$ cat src/design/plc_pkg.sv
// ----------------------------------------------------------------------------
// plc_pkg
// Shared types, codes and constants of the purifier link controller.
// ----------------------------------------------------------------------------
package plc_pkg;

  localparam logic [7:0] SYNC_BYTE    = 8'hD2;
  localparam logic [7:0] IDLE_MID     = 8'h80;
  localparam logic [7:0] NOT_RECEIVED = 8'hFF;
  localparam logic [15:0] PERIOD_RESET = 16'd100;

  localparam int unsigned QUEUE_DEPTH_DEF = 8;
  localparam int unsigned JQ_DEPTH        = 4;
  localparam int unsigned JQ_AW           = $clog2(JQ_DEPTH);

  // index of the last frame in a transmit burst and of the last byte in a frame
  localparam logic [2:0] LAST_FRAME = 3'd4;
  localparam logic [1:0] LAST_POS   = 2'd2;

  localparam logic [1:0] CMD_CTRL_RX = 2'd0;
  localparam logic [1:0] CMD_BTN_RX  = 2'd1;
  localparam logic [1:0] CMD_TICK    = 2'd2;
  localparam logic [1:0] CMD_PRESS   = 2'd3;

  localparam logic [2:0] KIND_CTRL_CHANGED = 3'd0;
  localparam logic [2:0] KIND_BTN_CHANGED  = 3'd1;
  localparam logic [2:0] KIND_CTRL_CSUM    = 3'd2;
  localparam logic [2:0] KIND_BTN_CSUM     = 3'd3;
  localparam logic [2:0] KIND_TX           = 3'd4;
  localparam logic [2:0] KIND_OVERFLOW     = 3'd5;

  localparam logic [1:0] REG_SEND_PERIOD = 2'd0;

  typedef struct packed {
    logic [1:0] command;
    logic [7:0] data_byte;
  } in_t;

  typedef struct packed {
    logic [2:0]  kind;
    logic [7:0]  tx_byte;
    logic [23:0] controller_state;
    logic [7:0]  button_state;
    logic        last;
  } out_t;

  // one unit of work for the back end: a single result or a whole burst
  typedef struct packed {
    logic [2:0]  kind;
    logic        burst;
    logic        btn;
    logic [7:0]  code;
    logic [23:0] ctrl_state;
    logic [7:0]  btn_state;
  } job_t;

endpackage

$ cat src/design/plc_front.sv
// ----------------------------------------------------------------------------
// plc_front
// Receive parsers, tick counter and button press queue; turns each
// transaction into at most one job for the back end.
// ----------------------------------------------------------------------------
module plc_front #(
  parameter int unsigned QUEUE_DEPTH = plc_pkg::QUEUE_DEPTH_DEF
) (
  input  logic           clk,
  input  logic           rst_n,
  input  logic           accept,
  input  plc_pkg::in_t   in_data,
  input  logic [15:0]    send_period,
  output logic           job_valid,
  output plc_pkg::job_t  job
);
  import plc_pkg::*;

  localparam int unsigned QW = (QUEUE_DEPTH > 1) ? $clog2(QUEUE_DEPTH) : 1;
  localparam int unsigned CW = QW + 1;

  logic            ctrl_synced_r, ctrl_synced_nxt;
  logic [1:0]      ctrl_count_r, ctrl_count_nxt;
  logic [7:0]      ctrl_payload_r [3];
  logic [23:0]     ctrl_current_r, ctrl_current_nxt;
  logic            btn_synced_r, btn_synced_nxt;
  logic [7:0]      btn_pending_r, btn_pending_nxt;
  logic [7:0]      btn_current_r, btn_current_nxt;
  logic            just_sent_r, just_sent_nxt;
  logic [15:0]     elapsed_r, elapsed_nxt;
  logic [CW-1:0]   qcount_r, qcount_nxt;
  logic [QW-1:0]   qhead_r, qhead_nxt;

  logic [7:0]      press_mem [QUEUE_DEPTH];
  logic [7:0]      pop_data_r;

  logic            job_valid_r, job_valid_nxt;
  job_t            job_r, job_nxt;

  logic            payload_we;
  logic            press_we;
  logic            pop;
  logic [CW-1:0]   wsum;
  logic [CW-1:0]   widx;
  logic [7:0]      ctrl_sum;
  logic [23:0]     ctrl_st;
  logic [15:0]     elapsed_inc;

  assign ctrl_sum = SYNC_BYTE + ctrl_payload_r[0] + ctrl_payload_r[1] + ctrl_payload_r[2];
  assign ctrl_st  = {ctrl_payload_r[0], ctrl_payload_r[1], ctrl_payload_r[2]};
  assign elapsed_inc = (elapsed_r != 16'hFFFF) ? elapsed_r + 16'd1 : elapsed_r;

  // tail slot of the circular press queue
  assign wsum = {1'b0, qhead_r} + qcount_r;
  assign widx = (wsum >= CW'(QUEUE_DEPTH)) ? wsum - CW'(QUEUE_DEPTH) : wsum;

  always_comb begin
    ctrl_synced_nxt  = ctrl_synced_r;
    ctrl_count_nxt   = ctrl_count_r;
    ctrl_current_nxt = ctrl_current_r;
    btn_synced_nxt   = btn_synced_r;
    btn_pending_nxt  = btn_pending_r;
    btn_current_nxt  = btn_current_r;
    just_sent_nxt    = just_sent_r;
    elapsed_nxt      = elapsed_r;
    qcount_nxt       = qcount_r;
    qhead_nxt        = qhead_r;
    payload_we       = 1'b0;
    press_we         = 1'b0;
    pop              = 1'b0;
    job_valid_nxt    = 1'b0;
    job_nxt.kind     = KIND_TX;
    job_nxt.burst    = 1'b0;
    job_nxt.btn      = 1'b0;
    job_nxt.code     = 8'h00;

    if (accept) begin
      case (in_data.command)
        CMD_CTRL_RX: begin
          if (!ctrl_synced_r) begin
            ctrl_synced_nxt = (in_data.data_byte == SYNC_BYTE);
          end else if (ctrl_count_r != 2'd3) begin
            payload_we     = 1'b1;
            ctrl_count_nxt = ctrl_count_r + 2'd1;
          end else begin
            ctrl_count_nxt  = 2'd0;
            ctrl_synced_nxt = 1'b0;
            if (ctrl_sum != in_data.data_byte) begin
              job_valid_nxt = 1'b1;
              job_nxt.kind  = KIND_CTRL_CSUM;
            end else if (ctrl_st != ctrl_current_r) begin
              ctrl_current_nxt = ctrl_st;
              job_valid_nxt    = 1'b1;
              job_nxt.kind     = KIND_CTRL_CHANGED;
            end
          end
        end
        CMD_BTN_RX: begin
          if (!btn_synced_r) begin
            btn_synced_nxt = (in_data.data_byte == SYNC_BYTE);
          end else if (btn_pending_r == NOT_RECEIVED) begin
            btn_pending_nxt = in_data.data_byte;
          end else begin
            btn_pending_nxt = NOT_RECEIVED;
            btn_synced_nxt  = 1'b0;
            if (SYNC_BYTE + btn_pending_r != in_data.data_byte) begin
              job_valid_nxt = 1'b1;
              job_nxt.kind  = KIND_BTN_CSUM;
            end else if (btn_pending_r != btn_current_r) begin
              btn_current_nxt = btn_pending_r;
              job_valid_nxt   = 1'b1;
              job_nxt.kind    = KIND_BTN_CHANGED;
            end
          end
        end
        CMD_TICK: begin
          elapsed_nxt = elapsed_inc;
          if (elapsed_inc >= send_period) begin
            elapsed_nxt   = 16'd0;
            job_valid_nxt = 1'b1;
            job_nxt.kind  = KIND_TX;
            job_nxt.burst = 1'b1;
            if (qcount_r == '0 || just_sent_r) begin
              just_sent_nxt = 1'b0;
            end else begin
              just_sent_nxt = 1'b1;
              job_nxt.btn   = 1'b1;
              pop           = 1'b1;
              qcount_nxt    = qcount_r - 1'b1;
              qhead_nxt     = (qhead_r == QW'(QUEUE_DEPTH - 1)) ? '0 : qhead_r + 1'b1;
            end
          end
        end
        default: begin
          if (qcount_r < CW'(QUEUE_DEPTH)) begin
            press_we   = 1'b1;
            qcount_nxt = qcount_r + 1'b1;
          end else begin
            job_valid_nxt = 1'b1;
            job_nxt.kind  = KIND_OVERFLOW;
          end
        end
      endcase
    end

    job_nxt.ctrl_state = ctrl_current_nxt;
    job_nxt.btn_state  = btn_current_nxt;
  end

  always_ff @(posedge clk) begin
    if (!rst_n) begin
      ctrl_synced_r  <= 1'b0;
      ctrl_count_r   <= 2'd0;
      ctrl_current_r <= 24'd0;
      btn_synced_r   <= 1'b0;
      btn_pending_r  <= NOT_RECEIVED;
      btn_current_r  <= 8'd0;
      just_sent_r    <= 1'b0;
      elapsed_r      <= 16'd0;
      qcount_r       <= '0;
      qhead_r        <= '0;
      job_valid_r    <= 1'b0;
    end else begin
      ctrl_synced_r  <= ctrl_synced_nxt;
      ctrl_count_r   <= ctrl_count_nxt;
      ctrl_current_r <= ctrl_current_nxt;
      btn_synced_r   <= btn_synced_nxt;
      btn_pending_r  <= btn_pending_nxt;
      btn_current_r  <= btn_current_nxt;
      just_sent_r    <= just_sent_nxt;
      elapsed_r      <= elapsed_nxt;
      qcount_r       <= qcount_nxt;
      qhead_r        <= qhead_nxt;
      job_valid_r    <= job_valid_nxt;
    end
  end

  always_ff @(posedge clk) begin
    job_r <= job_nxt;
    if (payload_we) begin
      ctrl_payload_r[ctrl_count_r] <= in_data.data_byte;
    end
  end

  // press queue storage, registered read of the head entry
  always_ff @(posedge clk) begin
    if (press_we) begin
      press_mem[widx[QW-1:0]] <= in_data.data_byte;
    end
    if (pop) begin
      pop_data_r <= press_mem[qhead_r];
    end
  end

  always_comb begin
    job      = job_r;
    job.code = job_r.btn ? pop_data_r : 8'h00;
  end

  assign job_valid = job_valid_r;

endmodule

$ cat src/design/plc_jobq.sv
// ----------------------------------------------------------------------------
// plc_jobq
// Short job FIFO between front and back end.
// ----------------------------------------------------------------------------
module plc_jobq (
  input  logic                         clk,
  input  logic                         rst_n,
  input  logic                         push,
  input  plc_pkg::job_t                push_job,
  input  logic                         pop,
  output logic                         head_valid,
  output plc_pkg::job_t                head_job,
  output logic [plc_pkg::JQ_AW:0]      count
);
  import plc_pkg::*;

  job_t              slot_r [JQ_DEPTH];
  logic [JQ_AW-1:0]  rd_ptr_r, rd_ptr_nxt;
  logic [JQ_AW-1:0]  wr_ptr_r, wr_ptr_nxt;
  logic [JQ_AW:0]    count_r, count_nxt;

  always_comb begin
    rd_ptr_nxt = pop  ? rd_ptr_r + 1'b1 : rd_ptr_r;
    wr_ptr_nxt = push ? wr_ptr_r + 1'b1 : wr_ptr_r;
    count_nxt  = count_r + {{JQ_AW{1'b0}}, push} - {{JQ_AW{1'b0}}, pop};
  end

  always_ff @(posedge clk) begin
    if (!rst_n) begin
      rd_ptr_r <= '0;
      wr_ptr_r <= '0;
      count_r  <= '0;
    end else begin
      rd_ptr_r <= rd_ptr_nxt;
      wr_ptr_r <= wr_ptr_nxt;
      count_r  <= count_nxt;
    end
  end

  always_ff @(posedge clk) begin
    if (push) begin
      slot_r[wr_ptr_r] <= push_job;
    end
  end

  assign head_valid = (count_r != '0);
  assign head_job   = slot_r[rd_ptr_r];
  assign count      = count_r;

endmodule

$ cat src/design/plc_back.sv
// ----------------------------------------------------------------------------
// plc_back
// Result sequencer: expands a job into one result or a 15-byte burst and
// holds each result in the output register until taken.
// ----------------------------------------------------------------------------
module plc_back (
  input  logic           clk,
  input  logic           rst_n,
  input  logic           job_valid,
  input  plc_pkg::job_t  job,
  output logic           job_pop,
  output logic           out_valid,
  input  logic           out_stall,
  output plc_pkg::out_t  out_data
);
  import plc_pkg::*;

  logic        out_valid_r, out_valid_nxt;
  out_t        out_r, out_nxt;
  logic [2:0]  frame_r, frame_nxt;
  logic [1:0]  pos_r, pos_nxt;
  logic        load;
  logic        burst_end;
  logic [7:0]  mid;

  assign load      = !out_valid_r || !out_stall;
  assign burst_end = (frame_r == LAST_FRAME) && (pos_r == LAST_POS);
  // first frame carries 0x80 on top of the code, the repeats the bare code
  assign mid       = ((frame_r == 3'd0) ? IDLE_MID : 8'h00) + job.code;

  always_comb begin
    out_valid_nxt = out_valid_r;
    out_nxt       = out_r;
    frame_nxt     = frame_r;
    pos_nxt       = pos_r;
    job_pop       = 1'b0;

    if (load) begin
      out_valid_nxt            = job_valid;
      out_nxt.kind             = job.kind;
      out_nxt.controller_state = job.ctrl_state;
      out_nxt.button_state     = job.btn_state;
      out_nxt.tx_byte          = 8'h00;
      out_nxt.last             = 1'b1;
      if (job_valid) begin
        if (job.burst) begin
          case (pos_r)
            2'd0:    out_nxt.tx_byte = SYNC_BYTE;
            2'd1:    out_nxt.tx_byte = mid;
            default: out_nxt.tx_byte = SYNC_BYTE + mid;
          endcase
          out_nxt.last = burst_end;
          if (burst_end) begin
            frame_nxt = 3'd0;
            pos_nxt   = 2'd0;
            job_pop   = 1'b1;
          end else if (pos_r == LAST_POS) begin
            frame_nxt = frame_r + 3'd1;
            pos_nxt   = 2'd0;
          end else begin
            pos_nxt = pos_r + 2'd1;
          end
        end else begin
          job_pop = 1'b1;
        end
      end
    end
  end

  always_ff @(posedge clk) begin
    if (!rst_n) begin
      out_valid_r <= 1'b0;
      frame_r     <= 3'd0;
      pos_r       <= 2'd0;
    end else begin
      out_valid_r <= out_valid_nxt;
      frame_r     <= frame_nxt;
      pos_r       <= pos_nxt;
    end
  end

  always_ff @(posedge clk) begin
    out_r <= out_nxt;
  end

  assign out_valid = out_valid_r;
  assign out_data  = out_r;

endmodule

$ cat src/design/purifier_link_controller.sv
// ----------------------------------------------------------------------------
// purifier_link_controller
// Controller and button receive links, periodic transmit bursts and a
// button press queue behind one transaction stream.
// ----------------------------------------------------------------------------
// The block takes one input transaction per clock while in_stall is low; each
// gives at most one job to a four-entry job queue. The back end turns a job
// into one result or a 15-byte transmit burst on the result port. A job goes
// through the front end's job register and the job queue before the back end's
// output register shows its first result at out_valid. in_stall rises only
// when the job queue and the stage in front of it hold four jobs, so the
// result port's drain rate of one result per cycle while out_stall is low
// bounds sustained throughput while bursts are outstanding. send_period sits at byte address 0.
module purifier_link_controller #(
  parameter int unsigned QUEUE_DEPTH = plc_pkg::QUEUE_DEPTH_DEF
) (
  input  logic           clk,
  input  logic           rst_n,
  input  logic           in_valid,
  output logic           in_stall,
  input  plc_pkg::in_t   in_data,
  output logic           out_valid,
  input  logic           out_stall,
  output plc_pkg::out_t  out_data,
  input  logic           psel,
  input  logic           penable,
  input  logic           pwrite,
  input  logic [2:0]     paddr,
  input  logic [31:0]    pwdata,
  output logic [31:0]    prdata,
  output logic           pready
);
  import plc_pkg::*;

  logic [15:0]     send_period_r;
  logic            cfg_wr;
  logic            accept;
  logic            fr_job_valid;
  job_t            fr_job;
  logic            jq_valid;
  job_t            jq_job;
  logic            jq_pop;
  logic [JQ_AW:0]  jq_count;

  assign pready = 1'b1;
  assign cfg_wr = psel && penable && pwrite && (paddr[2:1] == REG_SEND_PERIOD);
  assign prdata = (paddr[2:1] == REG_SEND_PERIOD) ? {16'd0, send_period_r} : 32'd0;

  always_ff @(posedge clk) begin
    if (!rst_n) begin
      send_period_r <= PERIOD_RESET;
    end else if (cfg_wr) begin
      send_period_r <= pwdata[15:0];
    end
  end

  // room for the job of this transaction and the one already in flight
  assign in_stall = ({1'b0, jq_count} + {{(JQ_AW+1){1'b0}}, fr_job_valid})
                    >= (JQ_AW+2)'(JQ_DEPTH);
  assign accept   = in_valid && !in_stall;

  plc_front #(
    .QUEUE_DEPTH (QUEUE_DEPTH)
  ) u_front (
    .clk         (clk),
    .rst_n       (rst_n),
    .accept      (accept),
    .in_data     (in_data),
    .send_period (send_period_r),
    .job_valid   (fr_job_valid),
    .job         (fr_job)
  );

  plc_jobq u_jobq (
    .clk        (clk),
    .rst_n      (rst_n),
    .push       (fr_job_valid),
    .push_job   (fr_job),
    .pop        (jq_pop),
    .head_valid (jq_valid),
    .head_job   (jq_job),
    .count      (jq_count)
  );

  plc_back u_back (
    .clk       (clk),
    .rst_n     (rst_n),
    .job_valid (jq_valid),
    .job       (jq_job),
    .job_pop   (jq_pop),
    .out_valid (out_valid),
    .out_stall (out_stall),
    .out_data  (out_data)
  );

`ifndef SYNTH
  a_jq_no_overflow: assert property (@(posedge clk) disable iff (!rst_n)
    fr_job_valid |-> (jq_count < (JQ_AW+1)'(JQ_DEPTH)))
    else $error("job queue pushed while full");

  a_single_is_last: assert property (@(posedge clk) disable iff (!rst_n)
    (out_valid && out_data.kind != KIND_TX) |-> (out_data.last && out_data.tx_byte == 8'h00))
    else $error("non-transmit result not marked last or carries a byte");

  a_pop_needs_job: assert property (@(posedge clk) disable iff (!rst_n)
    jq_pop |-> jq_valid)
    else $error("job queue popped while empty");

  a_burst_starts_sync: assert property (@(posedge clk) disable iff (!rst_n)
    (out_valid && !out_stall && out_data.last && out_data.kind == KIND_TX)
      |=> (!out_valid || out_data.kind != KIND_TX || out_data.tx_byte == SYNC_BYTE))
    else $error("transmit burst does not open with the sync byte");
`endif

endmodule
$ cat config.mk
export PLATFORM = sky130hd
export DESIGN_NAME = purifier_link_controller
export DESIGN_NICKNAME = d
export VERILOG_FILES = /design/src/design/plc_pkg.sv /design/src/design/plc_front.sv /design/src/design/plc_jobq.sv /design/src/design/plc_back.sv /design/src/design/purifier_link_controller.sv
export SDC_FILE = /design/constraint.sdc
export NUM_CORES = 1
export LEC_CHECK = 0
export BUFFER_PORTS_ARGS = -buffer_cell sky130_fd_sc_hd__clkbuf_2
export CORE_ASPECT_RATIO = 0.5
export CORE_MARGIN = 8
export CORE_UTILIZATION = 40
export CTS_CLUSTER_DIAMETER = 30
export DETAILED_ROUTE_END_ITERATION = 8
export PLACE_DENSITY = 0.64
export SLEW_MARGIN = 20
export SYNTH_ARGS = -nofsm -noshare
export SYNTH_HDL_FRONTEND = slang
export SYNTH_SLANG_ARGS = --single-unit
$ cat constraint.sdc
create_clock -name clk -period 4.8 [get_ports clk]
set_clock_uncertainty 0.15 [all_clocks]
set_input_delay 0.48 -clock clk [delete_from_list [all_inputs] [get_ports clk]]
set_output_delay 0.48 -clock clk [all_outputs]
set_load 0.05 [all_outputs]
### After elaboration in Yosys (flattened, before gate mapping)

Memories as Yosys holds them, arrays and structs flattened. A register that Yosys moved wholly into a read port is not among the register bits.
Index checks and enable logic that the tools add are counted.

| operators by class | value |
|---|---|
| add/sub/neg operators | 20 |
| order comparisons | 4 |
| eq/ne operators | 16 |
| multiplexer cells | 78 |
| bitwise operators | 2 |
| reduce and logical (&&, ||, !) cells | 32 |

Operators with widths:

| operator | count |
|---|---|
| $mux 24 | 6 |
| $mux 8 | 9 |
| $mux 16 | 3 |
| $mux 3 | 12 |
| $mux 1 | 35 |
| $add 8x8->8 | 3 |
| $add 8x8->8 const A | 3 |
| $ne 24x24->1 | 1 |
| $ne 8x8->1 | 3 |
| $add 16x1->16 const B | 1 |
| $eq 8x8->1 const B | 2 |
| $ge 16x16->1 | 1 |
| $ne 16x16->1 const B | 1 |
| $pmux 8 s2 | 1 |
| $mux 2 | 6 |
| $mux 4 | 3 |
| $reduce_and 3->1 | 4 |
| $reduce_and 2->1 | 5 |
| $pmux 3 s3 | 1 |
| $add 2x1->2 const B | 4 |
| $pmux 4 s2 | 1 |
| $reduce_and 4->1 | 2 |
| $add 3x1->3 const B | 2 |
| $eq 3x3->1 const B | 2 |
| other kinds (27) | 41 |

| storage, ports and cells | value |
|---|---|
| bits in registers | 179 |
| memory bits (writable) | 268 |
| input bits | 52 |
| output and inout port bits | 79 |
| word-level logic and storage cells | 183 |
| memories kept | 3 |

Memory list:

| memory | words | width | rd ports | clocked after Yosys merged registers in | write ports | RTL line | RTL |
|---|---|---|---|---|---|---|---|
| u_jobq.slot_r | 4 | 45 | 1 | 1 | 1 | plc_jobq.sv:17 | `job_t slot_r [JQ_DEPTH];` |
| u_front.press_mem | 8 | 8 | 1 | 1 | 1 | plc_front.sv:34 | `logic [7:0] press_mem [QUEUE_DEPTH];` |
| u_front.ctrl_payload_r | 3 | 8 | 3 | 0 | 1 | plc_front.sv:24 | `logic [7:0] ctrl_payload_r [3];` |

### Depth between registers and ports, before layout

An unclocked memory read counts as a cell.

| logic depth | value |
|---|---|
| depth after elaboration | 10 |
| mapped depth | 15 |
| mapped depth without buffers | 14 |

### Cells and area by module

From an unflattened synthesis, not the netlist that was laid out.

| second synthesis, totals | value |
|---|---|
| cells, all modules | 1351 |
| area, all modules | 19548.7 µm² |

Modules (own cells, without submodules):

| module | times used | cells an instance | area each (µm²) |
|---|---|---|---|
| plc_front | 1 | 851 | 9759.4 |
| plc_jobq | 1 | 276 | 6984.2 |
| plc_back | 1 | 113 | 1881.8 |
| purifier_link_controller | 1 | 111 | 923.4 |

### Worst setup path after synthesis

Ideal clock, no wire load.

| timing path | value |
|---|---|
| path type | register -> register |
| from | register u_front.elapsed_r[0] |
| to | register u_front.pop_data_r[0], read port of u_front.press_mem, enable pin |
| arrival | 3117 ps |
| slack | 1258 ps |
| stages on the path, launching flop included | 13 |
| period minus slack after synthesis | 3542 ps |
| path through | dfxtp_1 > ha_1 > nand2_1 > or4_4 > o21ai_4 > nor2_1 > xor2_1 > ha_1 > a22o_1 > o41ai_1 > a21boi_0 > o211ai_1 > inv_2 |

| between the ends | value |
|---|---|
| longest elaborated chain between the ends | 6 |
| elaborated cells between the ends (all ways) | 7 |
| those cells by class | add/sub: 1; order compare: 1; eq/ne: 1; mux: 4 |

RTL lines:

| what | RTL line | RTL |
|---|---|---|
| start: declaration | plc_front.sv:30 | `logic [15:0] elapsed_r, elapsed_nxt;` |
| start signal: assignment | plc_front.sv:171 | `elapsed_r <= elapsed_nxt;` |
| $add 16x1->16 or $ne 16x16->1 (tied branches) | plc_front.sv:51 | `assign elapsed_inc = (elapsed_r != 16'hFFFF) ? elapsed_r + 16'd1 : elapsed_r;` |
| $mux 16 (*) | plc_front.sv:51 |  |
| $ge 16x16->1 (*) | plc_front.sv:118 | `if (elapsed_inc >= send_period) begin` |
| $mux 1 (*) | plc_front.sv:118 |  |
| $mux 1 (*) | plc_front.sv:78 | `case (in_data.command)` |
| $mux 1 (*) | plc_front.sv:77 | `if (accept) begin` |
| net u_front.pop | plc_front.sv:42 | `logic pop;` |
| end: declaration | plc_front.sv:35 | `logic [7:0] pop_data_r;` |

The timed path passes the listed nets; every way through them passes the cells marked *.
A chain may end at the register's enable or synchronous reset.

### Worst setup path in the final report

| timing path | value |
|---|---|
| from | register u_front.elapsed_r[3] |
| to | register u_front.qhead_r[2] |

| between the ends | value |
|---|---|
| longest elaborated chain between the ends | 4 |
| elaborated cells between the ends (all ways) | 5 |
| those cells by class | add/sub: 1; order compare: 1; eq/ne: 1; mux: 1; reduce/logical: 1 |

RTL lines:

| what | RTL line | RTL |
|---|---|---|
| $add 16x1->16 or $ne 16x16->1 (tied branches) | plc_front.sv:51 |  |
| $mux 16 (*) | plc_front.sv:51 |  |
| $ge 16x16->1 (*) | plc_front.sv:118 |  |
| $reduce_and 4->1 (no source line) (*) | -- |  |
| end signal: assignment | plc_front.sv:173 | `qhead_r <= qhead_nxt;` |
| end: declaration | plc_front.sv:32 | `logic [QW-1:0] qhead_r, qhead_nxt;` |

Mark *: on every way between the ends. The rest lies on a longest branch, timed or not.

==> flow_metrics.env <==
export IMPL_ios=131
export IMPL_p_per_area_nw_per_um2=462
export IMPL_ys_seq_area_share_pct=64.4
export IMPL_clk_pin_slew_ns=0.06
export IMPL_maxCapViolCount=0
export IMPL_arrival_ns=4.52
export IMPL_post_route_util_pct=47.7
export IMPL_maxSlewHeadroom_pct=41.1
export IMPL_status="complete, no violations"
export IMPL_die_width_um=324
export IMPL_netlist_area_sq_um=19000
export IMPL_min_period_ns=4.22
export IMPL_rsz0062_at_grt="no"
export IMPL_setup_tns_ns=0
export IMPL_clock_sinks=453
export IMPL_ys_warn_count=0
export IMPL_diodes=0
export IMPL_synth_top_area_share_pct=50.0
export IMPL_cts_buffers=60
export IMPL_port_buffers=96
export IMPL_clock_fmax_mhz=237
export IMPL_clockRootBuffer="clkbuf_16"
export IMPL_area_growth_pct=17.7
export IMPL_synth_cell_types=81
export IMPL_grt_usage_pct=14.0
export IMPL_fin_area_sq_um=22300
export IMPL_synthArstFlopShare_pct=0
export IMPL_grtUsageMet1_pct=18.8
export IMPL_power_mw=10.3
export IMPL_finalMaxSlewViolations=0
export IMPL_n_fill_cell=4057
export IMPL_start_util_pct=40.5
export IMPL_fin_crit_sh_pct=87.9
export IMPL_synth_seq_cells=453
export IMPL_dpl_hpwl_um=25400
export IMPL_synth_flop_cell="edfxtp_1"
export IMPL_grt_antenna_before_repair=0
export IMPL_ant_nets=0
export IMPL_worstPathMaxFanout=11
export IMPL_cp_slowest_cell="o41ai_1"
export IMPL_synthTopCellsByArea="edfxtp_1 50%, dfxtp_1 14%, mux4_2 7.1%"
export IMPL_wl_per_cell_um=17.6
export IMPL_path_class="register to register"
export IMPL_die_h_um=170
export IMPL_dpl_instance_area_sq_um=20100
export IMPL_grt_use_met3_pct=2.63
export IMPL_hold_ws_ns=0.0833
export IMPL_wirelength_um=38600
export IMPL_multi_input_area_sq_um=6140
export IMPL_nets=1611
export IMPL_vias_per_cell=5.00
export IMPL_vias=10947
export IMPL_overflow=0
export IMPL_drc=0
export IMPL_cp_common_cell="o211ai_1"
export IMPL_dr_pass1_iters=7
export IMPL_syn_area_per_cell_sq_um=13.9
export IMPL_finalSetupViolCount=0
export IMPL_drt_initial_drc_count=705
export IMPL_drive_gt1_share_pct=21.0
export IMPL_register_area_sq_um=12200
export IMPL_hold_path_class="input pin to register"
export IMPL_cts_tree="yes"
export IMPL_ir_drop_v=0.000286
export IMPL_gp_congestion=0.804
export IMPL_die_area_sq_um=55100
export IMPL_synth_largest_area_cell="edfxtp_1"
export IMPL_use_met2_pct=23.3
export IMPL_crit_chain="nand4_2 -> nor4_2 -> nand2_1 -> mux2_2 -> ha_1 -> o211ai_1 -> a21oi_1 -> o41ai_1 -> a21boi_0 -> o211ai_1 -> inv_2 -> mux2i_1"
export IMPL_required_ns=5.10
export IMPL_tightest_slew_ns=0.880
export IMPL_grt_pass1_wl_um=61700
export IMPL_busiest_layer="met2"
export IMPL_cp_start_kind="register"
export IMPL_max_stage_delay_ns=0.56
export IMPL_htreeDepth=2
export IMPL_grt_pass1_vias=11204
export IMPL_syn_inst=1363
export IMPL_insertion_delay_ns=0.60
export IMPL_fp_coreArea_sq_um=46900
export IMPL_p_leak_nw=8.24
export IMPL_grt_max_degree=48
export IMPL_cts_buffer_depth=3
export IMPL_synth_edf_count=316
export IMPL_cp_end_kind="register"
export IMPL_finalHoldViolCount=0
export IMPL_rows=56
## stage by stage
stage	cells	worst slack [ns]
after floorplan	1378	1.26
after global placement	2059	0.625
after detailed placement	2059	0.577
after CTS	2189	0.518
after global routing	2189	0.165
final	2189	0.581
## placed cells by master, fill, tap and decap left out, drive strengths merged, types with 10 or more instances in the layout
master and n:
mux2 10, xnor2 33, dlygate4sd3 16, edfxtp 316, o21ai 53, inv 93, nor4 17, ha 49
buf 20, clkbuf 162, fa 11, mux4 60, nand2 106, a21oi 81, mux2i 11, nor3 38
xor2 52, nand3 46, dfxtp 137, nor2 61, clkinv 17, nand4 14, and2 18, conb 17
nor2b 13
## logic make-up after synthesis
kind of cell    share of synthesized area [%]
mux                                      8.29
flops                                    64.4
other cells                            0.0396
xor+xnor                                 4.04
buf+inv                                  3.55
simple gates                             9.08
compound gates                           6.18
fa+ha+maj                                4.39
## synth_stat cells (30+ instances only)
cell and n:
ha_1 49, mux4_2 60, xor2_1 52, nor3_1 36, dfxtp_1 137, edfxtp_1 316
xnor2_1 33, nor2_1 61, nand2_1 106, inv_1 71, a21oi_1 79, nand3_1 46
o21ai_0 30
## final cells by class
class	count	area share [%]
inverters	73	1.23
flip-flops and latches	453	54.8
clock buffers	66	6.92
multi-input cells	779	27.5
well taps	638	3.57
clock inverters	48	2.51
repair buffers	132	3.54
## layer usage
| layer | vias up | wire, um |
|---|---|---|
| li1 | 5290 | - |
| met1 | 5391 | 17600 |
| met2 | 208 | 18700 |
| met3 | 58 | 1580 |
| met4 | 0 | 717 |
| met5 | - | 0 |
## what timing repair did
action	4_1_cts	5_1_grt
hold endpoints to repair	16	0
resized for setup	0	0
buffers inserted	0	0
hold buffers	16	0
## where the power goes
group	internal [mW]	switching [mW]	total, mW
combinational	0.405	0.927	1.33
sequential	4.36	0.0773	4.44
clock	2.73	1.83	4.56
## registers in the layout, summed over array words and instances, names as in the netlist, 3 cells and up, named ones only
name / cells
u_jobq.slot_r: 176
u_front.press_mem: 64
u_back.out_data: 44
u_front.job: 37
u_front.ctrl_current_r: 24
u_front.ctrl_payload_r: 24
send_period_r: 16
u_front.elapsed_r: 16
u_front.btn_current_r: 8
u_front.btn_pending_r: 8
u_front.pop_data_r: 8
u_front.qcount_r: 4
u_back.frame_r: 3
u_front.qhead_r: 3
u_jobq.count: 3
## critical path: cells and delay by family, from the launching register on
| family | cells | cell delay (ns) |
|---|---|---|
| buf+inv | 1 | 0.20 |
| compound gates | 5 | 1.53 |
| fa+ha+maj | 1 | 0.27 |
| flops | 1 | 0.47 |
| simple gates | 3 | 0.97 |
| mux | 2 | 0.49 |
## path summary, 6_finish.rpt
check                           depth (start not counted)                                     end                               from  slack (ns)
worst max-delay path                                   12         u_front.qhead_r[2]$_SDFFE_PN0P_  u_front.elapsed_r[3]$_SDFFE_PN0P_        0.58
worst min-delay path                                    1  u_front.ctrl_payload_r[2][6]$_DFFE_PP_                         in_data[6]        0.08
worst max register to register                         12         u_front.qhead_r[2]$_SDFFE_PN0P_  u_front.elapsed_r[3]$_SDFFE_PN0P_        0.58
worst min register to register                          2          send_period_r[14]$_SDFFE_PN0P_     send_period_r[14]$_SDFFE_PN0P_        0.31
Note: power is estimated with default switching activity, not from simulation.
